## config.mk

```make
export PLATFORM = sky130hd
export DESIGN_NAME = bath_heater_controller_top_flat
export DESIGN_NICKNAME = d
export VERILOG_FILES = /design/src/rtl/bhc_pkg.sv /design/src/rtl/bhc_channels.sv /design/src/rtl/bath_heater_controller_top.sv /design/src/rtl/bhc_step.sv /design/src/flat_wrapper.sv
export SDC_FILE = /design/constraint.sdc
export NUM_CORES = 1
export LEC_CHECK = 0
export ABC_AREA = 0
export BUFFER_PORTS_ARGS = -buffer_cell sky130_fd_sc_hd__buf_2
export CORE_AREA = 8 8 127 129
export DETAILED_ROUTE_END_ITERATION = 8
export DIE_AREA = 0 0 135 137
export PLACE_DENSITY = 0.72
export SLEW_MARGIN = 20
export SYNTH_ARGS = -nofsm -noshare
export SYNTH_HDL_FRONTEND = slang
export SYNTH_SLANG_ARGS = --single-unit
```

## constraint.sdc

```tcl
create_clock -name clock -period 5.5 [get_ports clock]
set_input_delay 0.55 -clock clock [delete_from_list [all_inputs] [get_ports clock]]
set_output_delay 0.55 -clock clock [all_outputs]
set_load 0.05 [all_outputs]
```

## src/rtl/bhc_pkg.sv

```systemverilog
// ---------------------------------------------------------------------------
// bhc_pkg
// Types, register codes and reset values shared by the bath heater controller.
// ---------------------------------------------------------------------------
`default_nettype none

package bhc_pkg;

   localparam int TempWidth   = 8;
   localparam int MinWidth    = 8;
   localparam int TimerWidth  = 12;
   localparam int CsrIdxWidth = 3;
   localparam int CsrDatWidth = 12;

   localparam logic [TimerWidth-1:0] TimerMax = '1;

   // request codes
   localparam logic [1:0] ReqTick  = 2'd0;
   localparam logic [1:0] ReqShort = 2'd1;
   localparam logic [1:0] ReqLong  = 2'd2;

   // screen codes
   localparam logic [1:0] ScrHot   = 2'd0;
   localparam logic [1:0] ScrSteam = 2'd2;
   localparam logic [1:0] ScrMeter = 2'd3;

   // register indexes
   localparam logic [CsrIdxWidth-1:0] CsrLowTemp    = 3'd0;
   localparam logic [CsrIdxWidth-1:0] CsrWarmTemp   = 3'd1;
   localparam logic [CsrIdxWidth-1:0] CsrMaxHotTemp = 3'd2;
   localparam logic [CsrIdxWidth-1:0] CsrHeatMin    = 3'd3;
   localparam logic [CsrIdxWidth-1:0] CsrCheckSec   = 3'd4;
   localparam logic [CsrIdxWidth-1:0] CsrMinuteSec  = 3'd5;

   // register reset values
   localparam logic signed [TempWidth-1:0] LowTempReset    = 8'sd3;
   localparam logic signed [TempWidth-1:0] WarmTempReset   = 8'sd10;
   localparam logic signed [TempWidth-1:0] MaxHotTempReset = 8'sd70;
   localparam logic [MinWidth-1:0]         HeatMinReset    = 8'd60;
   localparam logic [TimerWidth-1:0]       CheckSecReset   = 12'd300;
   localparam logic [TimerWidth-1:0]       MinuteSecReset  = 12'd60;

   typedef struct packed {
      logic [1:0]                  req_type;
      logic signed [TempWidth-1:0] cold_temp;
      logic                        cold_ok;
      logic signed [TempWidth-1:0] hot_temp;
      logic                        hot_ok;
   } req_type_type;

   typedef struct packed {
      logic                meter_heater_on;
      logic                water_heater_on;
      logic                alarm_pulse;
      logic [1:0]          screen;
      logic [MinWidth-1:0] minutes_left;
   } rsp_type;

   typedef struct packed {
      logic signed [TempWidth-1:0] low_temp;
      logic signed [TempWidth-1:0] warm_temp;
      logic signed [TempWidth-1:0] max_hot_temp;
      logic [MinWidth-1:0]         heat_minutes;
      logic [TimerWidth-1:0]       check_seconds;
      logic [TimerWidth-1:0]       minute_seconds;
   } cfg_type;

   typedef struct packed {
      logic [1:0]            screen_now;
      logic                  meter_heating;
      logic                  water_heating;
      logic [MinWidth-1:0]   minutes_count;
      logic [TimerWidth-1:0] check_timer;
      logic [TimerWidth-1:0] minute_timer;
   } state_type;

endpackage

`default_nettype wire

```

## src/rtl/bhc_channels.sv

```systemverilog
// ---------------------------------------------------------------------------
// bhc channels
// Valid/ready channels carrying request and response items.
// ---------------------------------------------------------------------------
`default_nettype none

interface bhc_req_if
   import bhc_pkg::*;
();
   logic         valid;
   logic         ready;
   req_type_type payload;

   modport source (output valid, output payload, input ready);
   modport sink   (input valid, input payload, output ready);
endinterface

interface bhc_rsp_if
   import bhc_pkg::*;
();
   logic    valid;
   logic    ready;
   rsp_type payload;

   modport source (output valid, output payload, input ready);
   modport sink   (input valid, input payload, output ready);
endinterface

`default_nettype wire

```

## src/rtl/bath_heater_controller_top.sv

```systemverilog
// ---------------------------------------------------------------------------
// bath_heater_controller_top
// Frost heater, hot water timer and screen control for a bath heater.
// ---------------------------------------------------------------------------
// Usage:
//   req_chan carries one item per tick or classified button press; rsp_chan
//   returns exactly one item per request with heater drives, alarm pulse,
//   screen and remaining minutes after that request.
//   A request accepted at a clock edge has its response registered and valid
//   in the cycle after. One item per cycle is sustained while rsp_chan.ready
//   stays high; the only path is the next-state logic between the state
//   registers and the response register.
//   req_chan.ready is high while the response register is empty or being
//   drained this cycle, so a stalled receiver holds one response and stops
//   further requests until it is taken.
//   csr_wr_en writes csr_wdata into register csr_index at the clock edge;
//   unknown indexes are dropped. The user must make writes while no item is
//   in flight; the block does not enforce this. Synchronous reset clears all
//   state, empties the response register and loads the register defaults.
// ---------------------------------------------------------------------------
`default_nettype none

module bath_heater_controller_top
   import bhc_pkg::*;
(
   input  wire                   clock,
   input  wire                   reset,
   bhc_req_if.sink               req_chan,
   bhc_rsp_if.source             rsp_chan,
   input  wire                   csr_wr_en,
   input  wire [CsrIdxWidth-1:0] csr_index,
   input  wire [CsrDatWidth-1:0] csr_wdata
);

   cfg_type   cfg_ff;
   state_type state_ff;
   state_type state_in;
   rsp_type   rsp_ff;
   rsp_type   rsp_in;
   logic      rsp_valid_ff;
   logic      req_ready;
   logic      req_fire;

   assign req_ready = !rsp_valid_ff || rsp_chan.ready;
   assign req_fire  = req_chan.valid && req_ready;

   assign req_chan.ready   = req_ready;
   assign rsp_chan.valid   = rsp_valid_ff;
   assign rsp_chan.payload = rsp_ff;

   bhc_step u_step (
      .req (req_chan.payload),
      .cfg (cfg_ff),
      .cur (state_ff),
      .nxt (state_in),
      .rsp (rsp_in)
   );

   always_ff @(posedge clock) begin
      if (reset) begin
         cfg_ff.low_temp       <= LowTempReset;
         cfg_ff.warm_temp      <= WarmTempReset;
         cfg_ff.max_hot_temp   <= MaxHotTempReset;
         cfg_ff.heat_minutes   <= HeatMinReset;
         cfg_ff.check_seconds  <= CheckSecReset;
         cfg_ff.minute_seconds <= MinuteSecReset;
      end else if (csr_wr_en) begin
         unique case (csr_index)
            CsrLowTemp:    cfg_ff.low_temp       <= csr_wdata[TempWidth-1:0];
            CsrWarmTemp:   cfg_ff.warm_temp      <= csr_wdata[TempWidth-1:0];
            CsrMaxHotTemp: cfg_ff.max_hot_temp   <= csr_wdata[TempWidth-1:0];
            CsrHeatMin:    cfg_ff.heat_minutes   <= csr_wdata[MinWidth-1:0];
            CsrCheckSec:   cfg_ff.check_seconds  <= csr_wdata[TimerWidth-1:0];
            CsrMinuteSec:  cfg_ff.minute_seconds <= csr_wdata[TimerWidth-1:0];
            default: begin
            end
         endcase
      end
   end

   always_ff @(posedge clock) begin
      if (reset) begin
         state_ff     <= '0;
         rsp_valid_ff <= 1'b0;
      end else begin
         if (req_fire) begin
            state_ff <= state_in;
         end
         if (req_ready) begin
            rsp_valid_ff <= req_chan.valid;
         end
      end
   end

   always_ff @(posedge clock) begin
      if (req_fire) begin
         rsp_ff <= rsp_in;
      end
   end

`ifndef NO_ASSERTIONS
   // the water heater never runs with an empty count
   a_heat_needs_minutes: assert property (@(posedge clock) disable iff (reset)
      rsp_valid_ff && rsp_ff.water_heater_on |-> rsp_ff.minutes_left != '0)
      else $error("water heater on with zero minutes");

   // an alarm always comes with the meter screen and the meter heater on
   a_alarm_meter: assert property (@(posedge clock) disable iff (reset)
      rsp_valid_ff && rsp_ff.alarm_pulse |->
         rsp_ff.screen == ScrMeter && rsp_ff.meter_heater_on)
      else $error("alarm without meter screen and heater");

   // a short press never raises the alarm and never lands on the meter screen
   a_press_no_alarm: assert property (@(posedge clock) disable iff (reset)
      req_fire && req_chan.payload.req_type == ReqShort |=>
         rsp_valid_ff && !rsp_ff.alarm_pulse && rsp_ff.screen != ScrMeter)
      else $error("short press produced alarm or meter screen");

   // an accepted request always shows up as a response in the next cycle
   a_fire_gives_rsp: assert property (@(posedge clock) disable iff (reset)
      req_fire |=> rsp_valid_ff)
      else $error("accepted item has no response");
`endif

endmodule

`default_nettype wire

```

## src/rtl/bhc_step.sv

```systemverilog
// ---------------------------------------------------------------------------
// bhc_step
// Next-state and response logic for one request item.
// ---------------------------------------------------------------------------
`default_nettype none

module bhc_step
   import bhc_pkg::*;
(
   input  wire req_type_type req,
   input  wire cfg_type      cfg,
   input  wire state_type    cur,
   output state_type         nxt,
   output rsp_type           rsp
);

   logic signed [TempWidth-1:0] cold;
   logic signed [TempWidth-1:0] hot;
   logic [TimerWidth-1:0]       check_bump;
   logic [TimerWidth-1:0]       minute_bump;
   logic [MinWidth-1:0]         minutes_dec;
   logic                        alarm;

   // a failed sensor reads as -1
   assign cold = req.cold_ok ? req.cold_temp : '1;
   assign hot  = req.hot_ok  ? req.hot_temp  : '1;

   assign check_bump  = (cur.check_timer  == TimerMax) ? TimerMax
                                                       : cur.check_timer + 1'b1;
   assign minute_bump = (cur.minute_timer == TimerMax) ? TimerMax
                                                       : cur.minute_timer + 1'b1;
   assign minutes_dec = cur.minutes_count - 1'b1;

   always_comb begin
      nxt   = cur;
      alarm = 1'b0;
      case (req.req_type)
         ReqTick: begin
            nxt.check_timer = check_bump;
            if (check_bump >= cfg.check_seconds) begin
               nxt.check_timer = '0;
               if (cold < cfg.low_temp) begin
                  nxt.screen_now    = ScrMeter;
                  nxt.meter_heating = 1'b1;
                  alarm             = 1'b1;
               end else if (cold >= cfg.warm_temp) begin
                  nxt.meter_heating = 1'b0;
               end
            end
            nxt.minute_timer = minute_bump;
            if (minute_bump >= cfg.minute_seconds && cur.minutes_count != '0) begin
               nxt.minutes_count = minutes_dec;
               nxt.minute_timer  = '0;
               if (minutes_dec == '0 || hot >= cfg.max_hot_temp) begin
                  nxt.water_heating = 1'b0;
               end
            end
         end
         ReqShort: begin
            nxt.screen_now = (cur.screen_now >= ScrSteam) ? ScrHot
                                                          : cur.screen_now + 1'b1;
         end
         ReqLong: begin
            // long press only acts on the hot water screen
            if (cur.screen_now == ScrHot) begin
               if (cur.minutes_count == '0) begin
                  nxt.minutes_count = cfg.heat_minutes;
                  nxt.water_heating = (cfg.heat_minutes != '0);
               end else begin
                  nxt.minutes_count = '0;
                  nxt.water_heating = 1'b0;
               end
               nxt.minute_timer = '0;
            end
         end
         default: begin
         end
      endcase
   end

   assign rsp.meter_heater_on = nxt.meter_heating;
   assign rsp.water_heater_on = nxt.water_heating;
   assign rsp.alarm_pulse     = alarm;
   assign rsp.screen          = nxt.screen_now;
   assign rsp.minutes_left    = nxt.minutes_count;

endmodule

`default_nettype wire
```

## src/flat_wrapper.sv

```systemverilog
// flat-port wrapper written by rule: the top's interface ports become plain ports
module bath_heater_controller_top_flat import bhc_pkg::*;
  (clock, reset, csr_wr_en, csr_index, csr_wdata, req_chan_valid, req_chan_payload, req_chan_ready, rsp_chan_valid, rsp_chan_payload, rsp_chan_ready);
  bhc_req_if req_chan_i ();
  bhc_rsp_if rsp_chan_i ();
  input  wire clock;
  input  wire reset;
  input  wire csr_wr_en;
  input  wire [CsrIdxWidth-1:0] csr_index;
  input  wire [CsrDatWidth-1:0] csr_wdata;
  input wire logic [$bits(req_chan_i.valid)-1:0] req_chan_valid;
  input wire logic [$bits(req_chan_i.payload)-1:0] req_chan_payload;
  output wire logic [$bits(req_chan_i.ready)-1:0] req_chan_ready;
  output wire logic [$bits(rsp_chan_i.valid)-1:0] rsp_chan_valid;
  output wire logic [$bits(rsp_chan_i.payload)-1:0] rsp_chan_payload;
  input wire logic [$bits(rsp_chan_i.ready)-1:0] rsp_chan_ready;
  assign req_chan_i.valid = req_chan_valid;
  assign req_chan_i.payload = req_chan_payload;
  assign req_chan_ready = req_chan_i.ready;
  assign rsp_chan_valid = rsp_chan_i.valid;
  assign rsp_chan_payload = rsp_chan_i.payload;
  assign rsp_chan_i.ready = rsp_chan_ready;
  bath_heater_controller_top u_core (.clock(clock), .reset(reset), .req_chan(req_chan_i), .rsp_chan(rsp_chan_i), .csr_wr_en(csr_wr_en), .csr_index(csr_index), .csr_wdata(csr_wdata));
endmodule
```

==> flow_metrics.tcl, run 1 <==
set metrics [dict create \
    dp_hpwl_um 10500 \
    yosys-mux-area-fraction_pct 0.830 \
    relSlewSlack_pct 27.5 \
    min_path_type "in -> reg" \
    wl_per_cell_um 14.6 \
    hold_viol 0 \
    cts-root-buf "clkbuf_16" \
    antenna_left 0 \
    ys_ff_latch 106 \
    syn_to_final_growth_pct 10.4 \
    viasPerCell 5.42 \
    critPathKind "reg -> reg" \
    grt_pass1_wl_um 24000 \
    synthTopCellsByCount "nand2_1, dfxtp_1, a21oi_1" \
    rrSetupSlack_ns 1.45 \
    die_y_um 137 \
    async_reset_ff_share_pct 0 \
    synthXorXnorAreaFrac_pct 1.70 \
    cts_resized 0 \
    grt_pass1_vias 4942 \
    clockBufferDepth 2 \
    outcome "finished, final reports clean" \
    cp-end-kind "register" \
    antenna_found_initial 0 \
    p_leak_nw 2.78 \
    yosys.area.top_type "dfxtp_1" \
    grt_setup_unrepaired "no" \
    synth_area_um2 6180 \
    yosysSeqAreaShare_pct 36.4 \
    grt_max_degree 96 \
    layout.nets 899 \
    synth_enable_flop_cells 13 \
    cp_max_fo 20 \
    synth_top_family_by_area "simple AND/OR/NAND/NOR gates" \
    dr_total_vias 5404 \
    slew_violations 0 \
    ys.flop_type "dfxtp_1" \
    drt_pre_antenna_iters 5 \
    required_ns 5.60 \
    htreeDepth 3 \
    synth-simple-area-share_pct 25.0 \
    rows 44 \
    total_power_mw 1.64 \
    drc_errors 0 \
    tns_ns 0 \
    clk-insertion-delay-late_ns 0.36 \
    drive_gt1_share_pct 11.4 \
    syn-num-nets 865 \
    die_area_um2 18500 \
    skew_ns 0.00507 \
    worst_pin_slew_ns 1.09 \
    syn_area_per_cell_um2 7.99 \
    initial_core_util_pct 43.5 \
    port-buffer-count 54 \
    drt_wl_total_um 14600 \
    ys_top_cells_by_area "dfxtp_1, ha_1, nand2_1" \
    cp-start-kind "register" \
    synth_top_area_share_pct 30.1 \
    cts_hold_buf 0 \
    synth_cells 774 \
    synthAdderAreaFrac_pct 10.3 \
    io_pins 55 \
    maxCapViolCount 0 \
    post_cts_buffers 0 \
    core_area_um2 14200 \
    finalSetupViolations 0 \
    diodes 0 \
    gp_congestion 0.863 \
    max_freq_ghz 0.247 \
    grt-ovfl-total 0 \
    p_per_area_nw_per_um2 240 \
    yosysMostFrequentCell "nand2_1" \
    clk_transition_reported_paths_ns 0.07 \
    irDropWorstVdd_mv 0.146 \
    synth_warnings 0 \
    post-route-period-util_pct 73.6 \
    drtIter0Drc 482 \
    cts_tree "built" \
    cts_buffers 9 \
    cp_data_arrival_time_ns 4.15 \
    synth_compound_area_share_pct 19.5 \
    cts_sinks 106 \
    fin_crit_ns 4.05 \
    grtUsageTotal_pct 16.1 \
    die_width_um 135 \
    post_synth_num_cell_types 69 \
]
-- worst max-delay path, cell delays in order (launching register included) --
cell,delay [ns]
dfxtp_1,0.43
ha_1,0.25
and3_4,0.22
and3_1,0.27
and4_4,0.29
nand4_2,0.41
o21ai_0,0.23
ha_1,0.27
a21o_1,0.18
a21o_1,0.17
a21oi_1,0.13
a21oi_1,0.09
a211oi_2,0.19
buf_4,0.24
nand2b_1,0.29
o21ai_0,0.13
-- stage by stage --
stage          hold slack [ns]  instances  util [%]  cell area (um^2)  setup WS, ns
2_1_floorplan            0.436        774         -              6180          1.98
3_3_place_gp             0.442        981      46.1              6550          1.62
3_5_place_dp             0.447        981      46.1              6550          1.47
4_1_cts                  0.432        997      48.0              6820          1.47
5_1_grt                  0.438        997      48.0              6820         0.993
6_report                 0.440        997      48.0              6820          1.45
-- kinds of logic after synthesis --
logic type,Yosys count
simple gates,323
compound gates,186
flops,106
buf+inv,91
fa+ha+maj,51
xor+xnor,12
mux,5
-- metal layers --
layer	GRT usage, %	wire, um	vias to the layer above
li1	-	-	2782
met1	21.7	7240	2484
met2	24.6	6370	121
met3	4.26	776	17
met4	4.87	189	0
met5	0	0	-
-- worst paths after layout --
path	start	end	cells past startpoint
min reg2reg	u_core.cfg_ff[16]$_SDFFE_PP0P_	u_core.cfg_ff[16]$_SDFFE_PP0P_	2
min	req_chan_valid	u_core.rsp_chan.valid$_SDFFE_PP0N_	3
max	u_core.state_ff[12]$_SDFFE_PP0P_	u_core.rsp_chan.payload[9]$_DFFE_PP_	15
max reg2reg	u_core.state_ff[12]$_SDFFE_PP0P_	u_core.rsp_chan.payload[9]$_DFFE_PP_	15
-- cells in the final DEF, fill, tap and decap left out, types with 3 or more instances in the layout --
cell / synthesis / layout
nor2b_1: 11 / 11
nand3_1: 24 / 24
xor2_1: 4 / 4
nor4_1: 4 / 4
mux2i_1: 4 / 4
buf_4: 3 / 5
o31ai_1: 4 / 4
a31oi_1: 12 / 12
o21ai_0: 16 / 16
nor2_2: 3 / 3
a211oi_1: 3 / 3
o22ai_1: 4 / 4
buf_2: 5 / 54
a211o_1: 12 / 12
a21oi_1: 77 / 77
nor3_1: 19 / 19
o311ai_0: 3 / 3
nor2_1: 71 / 71
nand4_1: 10 / 10
and3_1: 4 / 4
nand2b_1: 24 / 24
clkbuf_16: 0 / 9
a22oi_1: 21 / 21
edfxtp_1: 13 / 13
nand2_1: 123 / 123
nor3_2: 3 / 3
a21o_1: 9 / 9
xnor2_1: 8 / 8
inv_1: 54 / 54
dfxtp_1: 93 / 93
nand3b_1: 9 / 9
ha_1: 51 / 51
-- sequential cells by signal, indices dropped and copies added (netlist names) --
| signal | flops |
|---|---|
| u_core.cfg_ff | 56 |
| u_core.rsp_chan.payload | 13 |
| u_core.state_ff | 36 |
| u_core.rsp_chan.valid | 1 |
-- power by group --
part,leakage [nW],switching [mW],internal [mW]
Clock,0.136,0.303,0.310
Sequential,0.885,0.0147,0.806
Combinational,1.76,0.138,0.0659
Total,2.78,0.456,1.18
-- final cells by class --
class                           instances  area (um^2)
Multi-Input combinational cell        577         3550
Timing Repair Buffer                   59          308
Clock inverter                          7         52.6
Clock buffer                            9          225
Tap cell                              184          230
Sequential cell                       106         2250
Fill cell                            1403         7380
Inverter                               55          206
Note: power is estimated with default switching activity, not from simulation.
==> run 2: changes to the inputs <==
--- a/config.mk
+++ b/config.mk
@@ -5,7 +5,7 @@
 export SDC_FILE = /design/constraint.sdc
 export NUM_CORES = 1
 export LEC_CHECK = 0
-export ABC_AREA = 0
+export ABC_AREA = 1
 export BUFFER_PORTS_ARGS = -buffer_cell sky130_fd_sc_hd__buf_2
 export CORE_AREA = 8 8 127 129
 export DETAILED_ROUTE_END_ITERATION = 8
==> constraint.sdc (replaced) <==
create_clock -name clock -period 4.01 [get_ports clock]
set_input_delay 0.401 -clock clock [delete_from_list [all_inputs] [get_ports clock]]
set_output_delay 0.401 -clock clock [all_outputs]
set_load 0.05 [all_outputs]
==> run 2 against run 1 <==
- final cell count up 12%
- sequential power up 39%
- clock power up 38%
- wire length down 5.5%
- sequential share of layout area down 0.65 points
- flip-flop and latch count unchanged
- first-iteration DRC count down 41%
- non-clock buffer count unchanged
- area after synthesis up 0.99%
- die area unchanged
- critical path type unchanged
- largest cell class unchanged
==> flow_metrics.tcl, run 2 <==
set metrics [dict create \
    reg2regPathDepth 20 \
    post-route-period-util_pct 78.5 \
    rows 44 \
    hold_viol 0 \
    dp_hpwl_um 10400 \
    syn_to_final_growth_pct 11.5 \
    drt_wl_total_um 13800 \
    port-buffer-count 54 \
    viasPerCell 4.91 \
    irDropWorstVdd_mv 0.192 \
    diodes 0 \
    relSlewSlack_pct 48.0 \
    cts-root-buf "clkbuf_16" \
    antenna_found_initial 0 \
    post_synth_num_cell_types 41 \
    rr_endpoint "u_core.state_ff[1]$_SDFFE_PP0P_" \
    p_leak_nw 3.36 \
    clk-insertion-delay-late_ns 0.36 \
    drt_pre_antenna_iters 4 \
    regMostFlops "u_core.cfg_ff" \
    dr_total_vias 5499 \
    initial_core_util_pct 44.0 \
    fillCellCount 1422 \
    drtIter0Drc 285 \
    holdWs_ns 0.300 \
    critPathKind "reg -> reg" \
    synth_top_area_share_pct 29.8 \
    hold_end "u_core.cfg_ff[20]$_SDFFE_PP1P_" \
    cp-start-kind "register" \
    fin_crit_ns 3.15 \
    synthTopCellsByCount "nand2_1, inv_1, dfxtp_1" \
    cts_tree "built" \
    clockBufferDepth 2 \
    outcome "finished, final reports clean" \
    skew_ns 0.0158 \
    largest_reg_flops 56 \
    crit_path_start "u_core.state_ff[0]$_SDFFE_PP0P_" \
    min_path_cells 3 \
    antenna_left 0 \
    gp_congestion 0.857 \
    layout.nets 1022 \
    grt_pass1_wl_um 23700 \
    yosysMostFrequentCell "nand2_1" \
    cts_resized 0 \
    ys_ff_latch 106 \
    synth_enable_flop_cells 13 \
    die_y_um 137 \
    required_ns 4.30 \
    final_common_cell "nand2_1" \
    grt_setup_unrepaired "no" \
    cts_hold_buf 0 \
    grtUsageTotal_pct 15.7 \
    yosys.area.top_type "dfxtp_1" \
    min_path_type "in -> reg" \
    htreeDepth 3 \
    worst_pin_slew_ns 0.775 \
    tns_ns 0 \
    clk_transition_reported_paths_ns 0.08 \
    die_width_um 135 \
    mostFrequentLayoutCells "nand2_1, inv_1, dfxtp_1" \
    async_reset_ff_share_pct 0 \
    synth_area_um2 6240 \
    rrSetupSlack_ns 0.86 \
    grt_pass1_vias 5298 \
    core_area_um2 14200 \
    yosysSeqAreaShare_pct 36.1 \
    die_area_um2 18500 \
    post_cts_buffers 0 \
    cp-end-kind "register" \
    ys_top_cells_by_area "dfxtp_1, nand2_1, ha_1" \
    p_per_area_nw_per_um2 336 \
    maxCapViolCount 0 \
    syn_area_per_cell_um2 7.07 \
    max_freq_ghz 0.318 \
    grt-ovfl-total 0 \
    grt_max_degree 36 \
    drive_gt1_share_pct 12.7 \
    hold_start "csr_wdata[8]" \
    worstReg2RegStart "u_core.state_ff[0]$_SDFFE_PP0P_" \
    synth_cells 883 \
    cp_max_fo 12 \
    syn-num-nets 974 \
    cts_sinks 106 \
    slew_violations 0 \
    cts_buffers 9 \
    io_pins 55 \
    cp_data_arrival_time_ns 3.44 \
    wl_per_cell_um 12.3 \
    ys.flop_type "dfxtp_1" \
    finalSetupViolations 0 \
    drc_errors 0 \
    synth_warnings 0 \
]
-- run 2: where the power goes --
group | internal, mW | leakage (nW) | switching, mW
Clock | 0.430 | 0.138 | 0.417
Combinational | 0.114 | 2.34 | 0.239
Sequential | 1.12 | 0.888 | 0.0199
-- run 2: cell type report --
type                    count  area (um^2)  area share [%]
clock buffers              10          229            3.29
multi-input cells         613         3360            48.3
inverters                 142          533            7.66
clock inverters             6         48.8           0.701
well taps                 184          230            3.31
repair buffers             59          308            4.42
flip-flops and latches    106         2250            32.4
-- run 2: how the worst max path moves through the flow --
stage | end | slack, ns | cells after the start
final | u_core.state_ff[1]$_SDFFE_PP0P_ | 0.86 | 20
after detailed placement | u_core.state_ff[1]$_SDFFE_PP0P_ | 0.90 | 20
after CTS | u_core.state_ff[1]$_SDFFE_PP0P_ | 0.87 | 20
after global placement | u_core.rsp_chan.payload[11]$_DFFE_PP_ | 1.0 | 20
after floorplan | u_core.rsp_chan.payload[6]$_DFFE_PP_ | 1.22 | 19
after global routing | u_core.state_ff[1]$_SDFFE_PP0P_ | 0.45 | 18
-- run 2: cells by family after synthesis --
kind of cell | after synthesis | synth area share [%]
AO/OA/AOI/OAI | 165 | 14.4
AND/OR/NAND/NOR | 386 | 27.7
buffers and inverters | 164 | 10.1
XOR/XNOR | 11 | 1.54
adder cells (fa/ha/maj) | 51 | 10.2
flip-flops | 106 | 36.1
-- run 2: per-stage QoR --
stage               util, %  total power, mW  cell area [um^2]  std cells  worst slack, ns
floorplan                 -             1.42              6240        883             1.22
global placement       47.1             1.51              6680       1104            0.996
detailed placement     47.1             1.52              6680       1104            0.897
CTS                    49.0             2.36              6960       1120            0.867
global route           49.0             2.46              6960       1120            0.455
finish                 49.0             2.34              6960       1120            0.863
-- run 2: critical path, stage by stage (launching register included) --
cell	delay [ns]
dfxtp_1	0.39
ha_1	0.22
nand3_2	0.12
nor2_4	0.13
nand2_2	0.09
nor3_4	0.22
nand3_2	0.16
nand2_1	0.09
o21a_2	0.13
ha_1	0.24
nand2_1	0.09
nor2_1	0.06
nand2_1	0.07
nor2_1	0.04
nor2_1	0.09
nand2_1	0.15
nand2_4	0.17
inv_2	0.09
nor2_4	0.27
o21ai_1	0.11
a21oi_1	0.12
-- run 2: metal layers --
metal	vias to the layer above	global-route usage, %	wire length [um]	share of wire, %
li1	2945	-	-	-
met1	2445	18.9	6400	46
met2	89	27.1	6540	47
met3	20	3.96	610	4.4
met4	0	4.50	221	1.6
met5	-	0	0	0
